**src/ssp_modmul.sv**
```systemverilog
// ----------------------------------------------------------------------------
// ssp_modmul
// Bit-serial modular multiplier: x*y mod m, a double and an add per y bit.
// ----------------------------------------------------------------------------
module ssp_modmul #(
   parameter int NUM_WIDTH = 32
) (
   input  logic                 clock,
   input  logic                 reset,
   input  logic                 start,
   output logic                 done,
   input  logic [NUM_WIDTH-1:0] x,
   input  logic [NUM_WIDTH-1:0] y,
   input  logic [NUM_WIDTH-1:0] m,
   output logic [NUM_WIDTH-1:0] product
);
   localparam int CW = $clog2(NUM_WIDTH);

   logic                 busy_ff, busy_in;
   logic                 phase_ff, phase_in;
   logic                 done_ff, done_in;
   logic [CW-1:0]        cnt_ff, cnt_in;
   logic [NUM_WIDTH-1:0] acc_ff, acc_in;
   logic [NUM_WIDTH-1:0] y_sr_ff, y_sr_in;
   logic [NUM_WIDTH-1:0] x_ff, x_in;
   logic [NUM_WIDTH:0]   t;

   always_comb begin
      busy_in  = busy_ff;
      phase_in = phase_ff;
      done_in  = 1'b0;
      cnt_in   = cnt_ff;
      acc_in   = acc_ff;
      y_sr_in  = y_sr_ff;
      x_in     = x_ff;
      t        = '0;
      if (start) begin
         busy_in  = 1'b1;
         phase_in = 1'b0;
         cnt_in   = CW'(NUM_WIDTH - 1);
         acc_in   = '0;
         y_sr_in  = y;
         x_in     = x;
      end else if (busy_ff) begin
         if (!phase_ff) begin
            t = {acc_ff, 1'b0};
            phase_in = 1'b1;
         end else begin
            t = {1'b0, acc_ff} + (y_sr_ff[NUM_WIDTH-1] ? {1'b0, x_ff} : '0);
            phase_in = 1'b0;
            y_sr_in  = {y_sr_ff[NUM_WIDTH-2:0], 1'b0};
            cnt_in   = cnt_ff - 1'b1;
            if (cnt_ff == '0) begin
               busy_in = 1'b0;
               done_in = 1'b1;
            end
         end
         if (t >= {1'b0, m}) begin
            t = t - {1'b0, m};
         end
         acc_in = t[NUM_WIDTH-1:0];
      end
   end

   always_ff @(posedge clock) begin
      if (reset) begin
         busy_ff <= 1'b0;
         done_ff <= 1'b0;
      end else begin
         busy_ff <= busy_in;
         done_ff <= done_in;
      end
      phase_ff <= phase_in;
      cnt_ff   <= cnt_in;
      acc_ff   <= acc_in;
      y_sr_ff  <= y_sr_in;
      x_ff     <= x_in;
   end

   assign done    = done_ff;
   assign product = acc_ff;

endmodule
```
**config.mk**
```make
export PLATFORM = sky130hd
export DESIGN_NAME = ssp_modmul
export DESIGN_NICKNAME = d
export VERILOG_FILES = /design/src/ssp_modmul.sv
export SDC_FILE = /design/constraint.sdc
export NUM_CORES = 1
export LEC_CHECK = 0
export ABC_AREA = 1
export BUFFER_PORTS_ARGS = -buffer_cell sky130_fd_sc_hd__buf_2
export CAP_MARGIN = 20
export CORE_ASPECT_RATIO = 1.2
export CORE_MARGIN = 3
export CORE_UTILIZATION = 40
export CTS_CLUSTER_SIZE = 12
export DETAILED_ROUTE_END_ITERATION = 8
export PLACE_DENSITY = 0.6
export SETUP_SLACK_MARGIN = 0.02
export SLEW_MARGIN = 40
export SYNTH_ARGS = -nofsm -noshare
export SYNTH_HDL_FRONTEND = slang
export SYNTH_SLANG_ARGS = --single-unit
```
**constraint.sdc**
```tcl
create_clock -name clock -period 4.7 [get_ports clock]
set_input_delay 0.94 -clock clock [delete_from_list [all_inputs] [get_ports clock]]
set_output_delay 0.94 -clock clock [all_outputs]
set_load 0.01 [all_outputs]
```
==> flow_summary.yaml, run 1 <==
outcome:
  status: "finished, final reports clean"
power:
  combPwrFrac_pct: 45.7
  internal_power_mw: 2.084
  netSwitchingFraction_pct: 42.54
  power_switching_mw: 1.543
  leakagePower_nw: 6.307
  power_density_mw_per_mm2: 325.3
  pwr-share-clk_pct: 22.6
  finalPower_mw: 3.627
  ir_drop_mv: 0.1857
  pwr-share-seq_pct: 31.8
timing:
  period_minus_slack_ns: 4.378
  finalSetupTns_ns: 0
  slew_violations: 0
  hold_viol_final: 0
  max-slew-margin-rel_pct: 53.41
  finalWorstSetupSlack_ns: 0.3223
  rsz0062_at_grt: "no"
  post-route-period-util_pct: 93.14
  setup_viol: 0
  max_freq_ghz: 0.2284
  worst_slew_pin_slew_ns: 0.6988
  clock_skew_ns: 0.009549
logic_synthesis:
  synth_compound_area_share_pct: 8.375
  syn_nets: 1743
  synthAdderAreaFrac_pct: 8.883
  synthSimpleGateAreaFrac_pct: 39.24
  synth.distinct_cells: 39
  synth_area_per_cell_um2: 6.092
  ys_seq_area_share_pct: 28.34
  synth_top_family_by_area: "simple AND/OR/NAND/NOR gates"
  synth_mux_area_share_pct: 0
  synth_xor_area_share_pct: 2.188
  syn-instance-count: 1577
  synth-seq-cells: 104
  syn_area_mm2: 0.009607
  yosysWarningCount: 0
routing:
  routed_wl_um: 30530
  routedWlPerCell_um: 15.02
  drtIter0Drc: 566
  ant_nets: 0
  via_per_inst: 4.876
  remaining_drc_errors: 0
  dr_total_vias: 9912
  drt_pass1_iterations: 5
place:
  post-place-ws_ns: 0.04289
  dp_hpwl_um: 24900
  dpl-instance-area_mm2: 0.01071
  io_buffers: 131
  finalWeightedCongestion: 1.008
finish:
  final_cell_area_mm2: 0.01115
  area_growth_pct: 16.06
  layout-drive-gt1-share_pct: 13.97
  register_area_mm2: 0.002724
  multi_input_area_mm2: 0.005708
  n_fill_cell: 2608
  nets: 1879
  diodes: 0
die:
  floorplan.rows: 61
  die_h_um: 175.8
  ios: 132
  die_area_mm2: 0.02592
  die_w_um: 147.5
  coreArea_mm2: 0.02343
  start_util_pct: 41.00
critical_path:
  worstReg2RegStart: "y_sr_ff[31]"
  start_kind: "flop"
  reg2reg_to: "product[9]"
  critPathLaunch: "y_sr_ff[31]"
  reg2regPathDepth: 27
  critPathMaxFanout: 32
  r2r_slack_ns: 0.32
  worstPathRequired_ns: 4.93
  cp-endpoint: "product[9]"
  worstPathArrival_ns: 4.61
  critical_path_class: "flop to flop"
  cp-end-kind: "flop"
hold_path:
  min_path_type: "flop to flop"
clock_network:
  cts_tree: "done"
  hold_buffers: 0
  clk_latency_ns: 0.36
  cts.sinks: 104
  clock_path_buffers: 2
  numCtsBuffers: 9
  htreeDepth: 3
  clkTransAtPathRegs_ns: 0.09
  root_buffer: "clkbuf_16"
global_routing:
  grt_pass1_vias: 9394
  antenna_found_initial: 0
  grt.overflow.total: 0
  grt_pass1_wl_um: 47670
  track_usage_pct: 23.20
  grt_start_max_net_pins: 56
flow_run:
  drv_cap: 0
==> layout by cell type, fill, tap and decap left out, types with 15 or more instances in the layout <==
cell / synthesis / layout
or2_2: 21 / 21
nand2_1: 619 / 616
inv_1: 280 / 279
buf_2: 6 / 130
edfxtp_1: 64 / 64
buf_4: 1 / 24
a21oi_1: 91 / 91
ha_1: 65 / 63
o21ai_0: 35 / 35
nand4_1: 15 / 15
nand3_1: 109 / 109
nor2_1: 100 / 95
xnor2_1: 16 / 16
dfxtp_1: 40 / 39
==> how the worst min path moves through the flow <==
stage	from	end	slack, ns	cells past startpoint
after floorplan	cnt_ff[1]	cnt_ff[1]	0.44	2
after global placement	cnt_ff[1]	cnt_ff[1]	0.45	2
after detailed placement	cnt_ff[1]	cnt_ff[1]	0.46	2
after CTS	cnt_ff[1]	cnt_ff[1]	0.49	2
after global routing	cnt_ff[0]	cnt_ff[0]	0.53	2
final	cnt_ff[1]	cnt_ff[1]	0.48	2
==> cells by family (layout without fill, tap and decap cells) <==
kind of cell | Yosys count | after routing
simple gates | 909 | 910
buf+inv | 323 | 463
compound gates | 150 | 150
flops | 104 | 104
fa+ha+maj | 67 | 67
xor+xnor | 24 | 24
==> synth_stat cells <==
cell,number,area share (%)
nand2_1,619,24
inv_1,280,11
nand3_1,109,5.7
nor2_1,100,3.9
a21oi_1,91,4.7
ha_1,65,8.5
edfxtp_1,64,20
dfxtp_1,40,8.3
o21ai_0,35,1.8
clkbuf_1,23,0.90
or2_2,21,1.4
xnor2_1,16,1.5
nand4_1,15,0.98
nand3b_1,10,0.78
inv_2,8,0.31
nor3_1,8,0.42
xor2_1,8,0.73
nand2_2,7,0.46
nor2_2,7,0.46
o21bai_1,7,0.55
buf_2,6,0.31
o21a_1,6,0.47
a21oi_2,3,0.27
and2_1,3,0.20
buf_6,3,0.35
nor4_1,3,0.20
o21ai_1,3,0.16
a21boi_0,2,0.16
a31oi_1,2,0.13
fa_1,2,0.42
nand3_2,2,0.21
or2_0,2,0.13
a22oi_1,1,0.078
buf_1,1,0.039
buf_4,1,0.078
clkinv_1,1,0.039
nand2b_1,1,0.065
nor2_4,1,0.12
nor3_2,1,0.10
==> layer usage <==
layer	vias to the layer above	track usage, %	wire length (um)
met2	274	42.35	15300
met4	0	10.53	1398
met1	4394	26.89	12340
met3	64	3.071	1484
li1	5180	-	-
met5	-	0	0
==> critical path: stages (launching register included) <==
cell and delay [ns]:
edfxtp_1 0.42, buf_12 0.18, nand2_1 0.07, inv_1 0.04
ha_1 0.20, fa_1 0.42, nand2_1 0.12, a21oi_1 0.11
nand3_1 0.11, nand3_1 0.17, nand2_1 0.15, nand3b_1 0.09
nand2_1 0.10, nand2_1 0.06, nand2_1 0.14, inv_1 0.06
ha_1 0.34, inv_1 0.11, o21bai_1 0.10, a31oi_1 0.21
nor3_1 0.09, nor2_1 0.25, nand2_2 0.17, nor2_4 0.16
buf_12 0.15, nand2_1 0.05, nand3_1 0.08, a21oi_1 0.07
==> layout make-up <==
type	count	area share, %
Clock buffer	10	2.244
Tap cell	315	3.535
Sequential cell	104	24.43
Multi-Input combinational cell	1151	51.20
Clock inverter	6	0.6958
Timing Repair Buffer	158	8.170
Inverter	289	9.730
==> timing repair <==
| item | 4_1_cts | 5_1_grt |
|---|---|---|
| gates resized for setup | 0 | 16 |
| cloned | 0 | 1 |
| setup endpoints to repair | 1 | 32 |
| setup buffers | 0 | 2 |
| pin swaps | 0 | 4 |
==> state kept, by name, summed over array words and instances (netlist names) <==
name and count:
x_ff 32, cnt_ff 5, done 1, busy_ff 1
y_sr_ff 32, product 32, phase_ff 1
==> power by group through the flow <==
stage          Combinational [mW]  Sequential [mW]  Clock (mW)
2_1_floorplan                1.11             1.15           0
3_3_place_gp                 1.59             1.17           0
3_5_place_dp                 1.60             1.17           0
4_1_cts                      1.60             1.15       0.846
5_1_grt                      1.86             1.16       0.877
6_report                     1.66             1.15       0.819
==> stage by stage <==
stage	hold slack (ns)	cells	utilization [%]
3_5_place_dp	0.4642	2014	45.71
5_1_grt	0.5275	2033	47.58
3_3_place_gp	0.4537	2014	45.71
2_1_floorplan	0.4426	1577	-
6_report	0.4758	2033	47.58
4_1_cts	0.4851	2030	47.11
(Power assumes the default switching activity.)
==> run 2, diff against run 1 <==
BUFFER_PORTS_ARGS = -buffer_cell sky130_fd_sc_hd__clkbuf_2   (was -buffer_cell sky130_fd_sc_hd__buf_2)
CELL_PAD_IN_SITES_DETAIL_PLACEMENT = 0   (was default)
CELL_PAD_IN_SITES_GLOBAL_PLACEMENT = 1   (was default)
PLACE_DENSITY = 0.81   (was 0.6)
==> flow_summary.yaml, run 2 (synthesis gave the netlist of run 1 again) <==
routing:
  route.met3.wl_um: 1084
  ant_nets: 0
  drtIter0Drc: 578
  met2WireLength_um: 14500
  dr_total_vias: 9821
  wl_met1_um: 15180
  drt_pass1_iterations: 8
  routedWlPerCell_um: 15.53
  via_per_inst: 4.836
  routed_wl_um: 31550
  remaining_drc_errors: 0
  top_layer: "met4"
timing:
  post-route-period-util_pct: 92.95
  rsz0062_at_grt: "no"
  finalSetupTns_ns: 0
  period_minus_slack_ns: 4.369
  slew_violations: 0
  setup_viol: 0
  worst_slew_pin_slew_ns: 0.7712
  clock_skew_ns: 0.008422
  finalWorstSetupSlack_ns: 0.3313
  max_freq_ghz: 0.2289
  hold_viol_final: 0
  max-slew-margin-rel_pct: 48.59
power:
  leakagePower_nw: 6.285
  finalPower_mw: 3.582
  ir_drop_mv: 0.1882
  power_density_mw_per_mm2: 321.8
finish:
  layout_common_cells: "618 x nand2_1, 279 x inv_1, 130 x clkbuf_2, 108 x nand3_1, 92 x nor2_1"
  final_cell_area_mm2: 0.01113
  diodes: 0
  layout_commonest_cell: "nand2_1"
  nets: 1877
  finish.utilization_pct: 47.51
  layout-drive-gt1-share_pct: 14.10
  area_growth_pct: 15.88
critical_path:
  critPathMaxFanout: 32
  crit_buf_inv: 5
  crit_top_cell: "nand2_1"
  slowest_delay_ns: 0.42
  worstPathRequired_ns: 4.98
  start_kind: "flop"
  critical_path_class: "flop to flop"
  crit_slowest_cell: "edfxtp_1"
  cp-end-kind: "flop"
  worstPathArrival_ns: 4.65
  crit_family: "simple AND/OR/NAND/NOR gates"
die:
  die_w_um: 147.5
  coreArea_mm2: 0.02343
  start_util_pct: 41.00
  die_area_mm2: 0.02592
  floorplan.rows: 61
  ios: 132
  die_h_um: 175.8
clock_network:
  numCtsBuffers: 9
  htreeDepth: 3
  root_buffer: "clkbuf_16"
  clkTransAtPathRegs_ns: 0.08
  cts.sinks: 104
  cts_tree: "done"
  clk_latency_ns: 0.36
  clock_path_buffers: 2
global_routing:
  grt_start_max_net_pins: 71
  grt_pass1_wl_um: 49570
  track_usage_pct: 24.11
  grt.overflow.total: 0
  antenna_found_initial: 0
  grt_pass1_vias: 9563
place:
  dpl-instance-area_mm2: 0.01071
  post-place-ws_ns: -0.001929
  finalWeightedCongestion: 0.9318
  io_buffers: 131
  dp_hpwl_um: 26230
flow_run:
  drv_cap: 0
outcome:
  status: "finished, final reports clean"
hold_path:
  min_path_type: "flop to flop"
[run 2: changes by cell type in the layout (fill, tap and decap cells not counted), moves of 2 or more]
cell / before / now
buf_2: 130 / 0
clkbuf_2: 0 / 130
buf_4: 24 / 21
nor2_1: 95 / 92
o21ai_1: 2 / 5
clkinv_8: 3 / 1
nand2_1: 616 / 618
nand2_2: 10 / 8
nor2_2: 12 / 14
o21ai_0: 35 / 33
[run 2: timing repair]
| action | in CTS | in global routing |
|---|---|---|
| pin swaps | 0 | 3 |
| hold buffers | 0 | 0 |
| gates resized for setup | 1 | 21 |
| setup buffers | 0 | 2 |
| cloned | 1 | 0 |
| setup endpoints to repair | 25 | 32 |
[run 2: path summary, 6_finish.rpt]
| kind | endpoint | start | slack, ns | cells past startpoint |
|---|---|---|---|---|
| hold reg to reg | cnt_ff[1] | cnt_ff[1] | 0.48 | 2 |
| setup reg to reg | product[14] | y_sr_ff[31] | 0.33 | 29 |
| hold / removal | cnt_ff[1] | cnt_ff[1] | 0.48 | 2 |
| setup / recovery | product[14] | y_sr_ff[31] | 0.33 | 29 |
[run 2: per-layer routing]
metal / vias up / track usage (%)
li1: 5176 / -
met1: 4410 / 33.99
met2: 198 / 39.55
met3: 37 / 2.090
met4: 0 / 7.032
met5: - / 0
[run 2: cell type report]
| class | instances | area [um^2] |
|---|---|---|
| flip-flops and latches | 104 | 2724 |
| repair buffers | 156 | 908.4 |
| inverters | 289 | 1085 |
| clock buffers | 10 | 239.0 |
| fillers | 2622 | 12300 |
| well taps | 315 | 394.1 |
| clock inverters | 6 | 60.06 |
| multi-input cells | 1151 | 5722 |
[run 2: stage by stage]
step           hold slack, ns  std cells
3_3_place_gp           0.4555       2012
2_1_floorplan          0.4426       1577
6_report               0.4758       2031
3_5_place_dp           0.4621       2012
4_1_cts                0.4815       2029
5_1_grt                0.5231       2031
[run 2: power breakdown]
group	leakage (nW)	switching [mW]	internal [mW]
clock	0.146	0.378	0.388
combinational	5.18	1.07	0.603
sequential	0.962	0.0766	1.07
total	6.29	1.52	2.06
[run 2: tightest hold or removal path, delay by kind of cell (launching register included)]
kind / cells / cell delay, ns
AO/OA/AOI/OAI: 2 / 0.12
flip-flops: 1 / 0.33
==> run 3, diff against run 2 <==
CORE_ASPECT_RATIO = default   (was 1.2)
==> flow_summary.yaml, run 3 (synthesis gave the netlist of run 1 again) <==
clock_network:
  htreeDepth: 3
  clock_path_buffers: 2
  root_buffer: "clkbuf_16"
  clk_latency_ns: 0.35
  clkTransAtPathRegs_ns: 0.08
  numCtsBuffers: 9
  cts_tree: "done"
  cts.sinks: 104
finish:
  nets: 1876
  layout_common_cells: "615 x nand2_1, 279 x inv_1, 130 x clkbuf_2, 109 x nand3_1, 97 x nor2_1"
  layout_commonest_cell: "nand2_1"
  area_growth_pct: 15.21
  layout-drive-gt1-share_pct: 13.82
  diodes: 0
die:
  start_util_pct: 40.81
  die_area_mm2: 0.02591
  die_h_um: 161.0
  coreArea_mm2: 0.02354
  floorplan.rows: 56
  ios: 132
  die_w_um: 161.0
timing:
  finalSetupTns_ns: 0
  worst_slew_pin_slew_ns: 0.7713
  holdWs_ns: 0.4742
  clock_skew_ns: 0.01701
  hold_viol_final: 0
  period_minus_slack_ns: 4.467
  max-slew-margin-rel_pct: 48.58
  setup_viol: 0
  slew_violations: 0
  max_freq_ghz: 0.2239
  rsz0062_at_grt: "no"
  post-route-period-util_pct: 95.04
routing:
  drt_pass1_iterations: 7
  ant_nets: 0
  remaining_drc_errors: 0
  drtIter0Drc: 683
  routedWlPerCell_um: 15.39
  routed_wl_um: 31300
  dr_total_vias: 9864
  via_per_inst: 4.850
power:
  power_switching_mw: 1.522
  internal_power_mw: 2.031
  leakagePower_nw: 6.259
  power_density_mw_per_mm2: 321.0
  combPwrFrac_pct: 46.7
  pwr-share-seq_pct: 32.4
  pwr-share-clk_pct: 20.9
  finalPower_mw: 3.553
  ir_drop_mv: 0.1757
  netSwitchingFraction_pct: 42.84
critical_path:
  cp-end-kind: "flop"
  critical_path_class: "flop to flop"
  r2r_slack_ns: 0.23
  worstPathRequired_ns: 4.89
  critPathMaxFanout: 32
  worstPathArrival_ns: 4.66
  start_kind: "flop"
global_routing:
  antenna_found_initial: 0
  track_usage_pct: 23.91
  grt_start_max_net_pins: 72
  grt_pass1_vias: 9187
  grt_pass1_wl_um: 49050
  grt.overflow.total: 0
place:
  io_buffers: 131
  dp_hpwl_um: 25940
  finalWeightedCongestion: 0.9241
hold_path:
  min_path_type: "flop to flop"
flow_run:
  drv_cap: 0
outcome:
  status: "finished, final reports clean"
[run 3: changes by cell type in the layout (fill, tap and decap cells not counted), sizes merged]
cell and change:
clkbuf -1, clkinv +1, buf -1
[run 3: critical path, stage by stage (launching register included)]
cell and delay [ns]:
edfxtp_1 0.42, buf_12 0.19, nand2_1 0.06, inv_1 0.04, ha_1 0.39, nand2_1 0.15
nor2_1 0.26, nand2_1 0.08, nand2_1 0.16, xor2_1 0.14, a21boi_0 0.49, inv_1 0.11
ha_1 0.35, nand2_1 0.12, inv_1 0.07, a21oi_2 0.18, nand3_1 0.16, nand2_1 0.12
nand3_2 0.12, nand2_2 0.12, inv_2 0.07, nor2_4 0.10, buf_12 0.15, nand2_1 0.07
nand3_1 0.09, a21oi_1 0.07
[run 3: cell type report]
| type | instances | area [um^2] |
|---|---|---|
| fillers | 2610 | 12470 |
| multi-input cells | 1151 | 5695 |
| flip-flops and latches | 104 | 2724 |
| inverters | 289 | 1085 |
| repair buffers | 155 | 875.8 |
| well taps | 319 | 399.1 |
| clock buffers | 9 | 225.2 |
| clock inverters | 7 | 63.81 |
[run 3: power by group through the flow]
stage / Clock [mW] / Sequential, mW / Combinational, mW
3_3_place_gp: 0 / 1.17 / 1.60
3_5_place_dp: 0 / 1.17 / 1.60
5_1_grt: 0.791 / 1.16 / 1.86
2_1_floorplan: 0 / 1.15 / 1.11
4_1_cts: 0.758 / 1.15 / 1.61
6_report: 0.744 / 1.15 / 1.66
[run 3: what timing repair did]
action                                  in CTS  in global routing
gates cloned                                 1                  0
endpoints found under the setup margin      23                 32
pin swaps                                    0                  2
hold buffers                                 0                  0
setup buffers                                0                  3
resized for setup                            1                 17
[run 3: final timing paths]
kind	to	start	depth (start not counted)
max reg2reg	product[14]	y_sr_ff[31]	25
max	product[14]	y_sr_ff[31]	25
min	cnt_ff[0]	cnt_ff[0]	2
min reg2reg	cnt_ff[0]	cnt_ff[0]	2
[run 3: metrics by stage]
stage	setup slack [ns]	cells	util, %	instance area [um^2]
global route	0.007559	2034	47.01	11070
floorplan	1.163	1577	-	9607
detailed placement	0.01741	2014	45.39	10690
finish	0.2333	2034	47.01	11070
CTS	0.1702	2031	46.67	10990
global placement	0.02256	2014	45.39	10690
[run 3: layer usage]
metal  GRT usage, %  vias to the layer above  part of all wire (%)
li1               -                     5175                     -
met1          36.25                     4431                    50
met2          37.38                      229                    44
met3          2.103                       29                   4.3
met4          4.615                        0                   1.5
met5              0                        -                     0
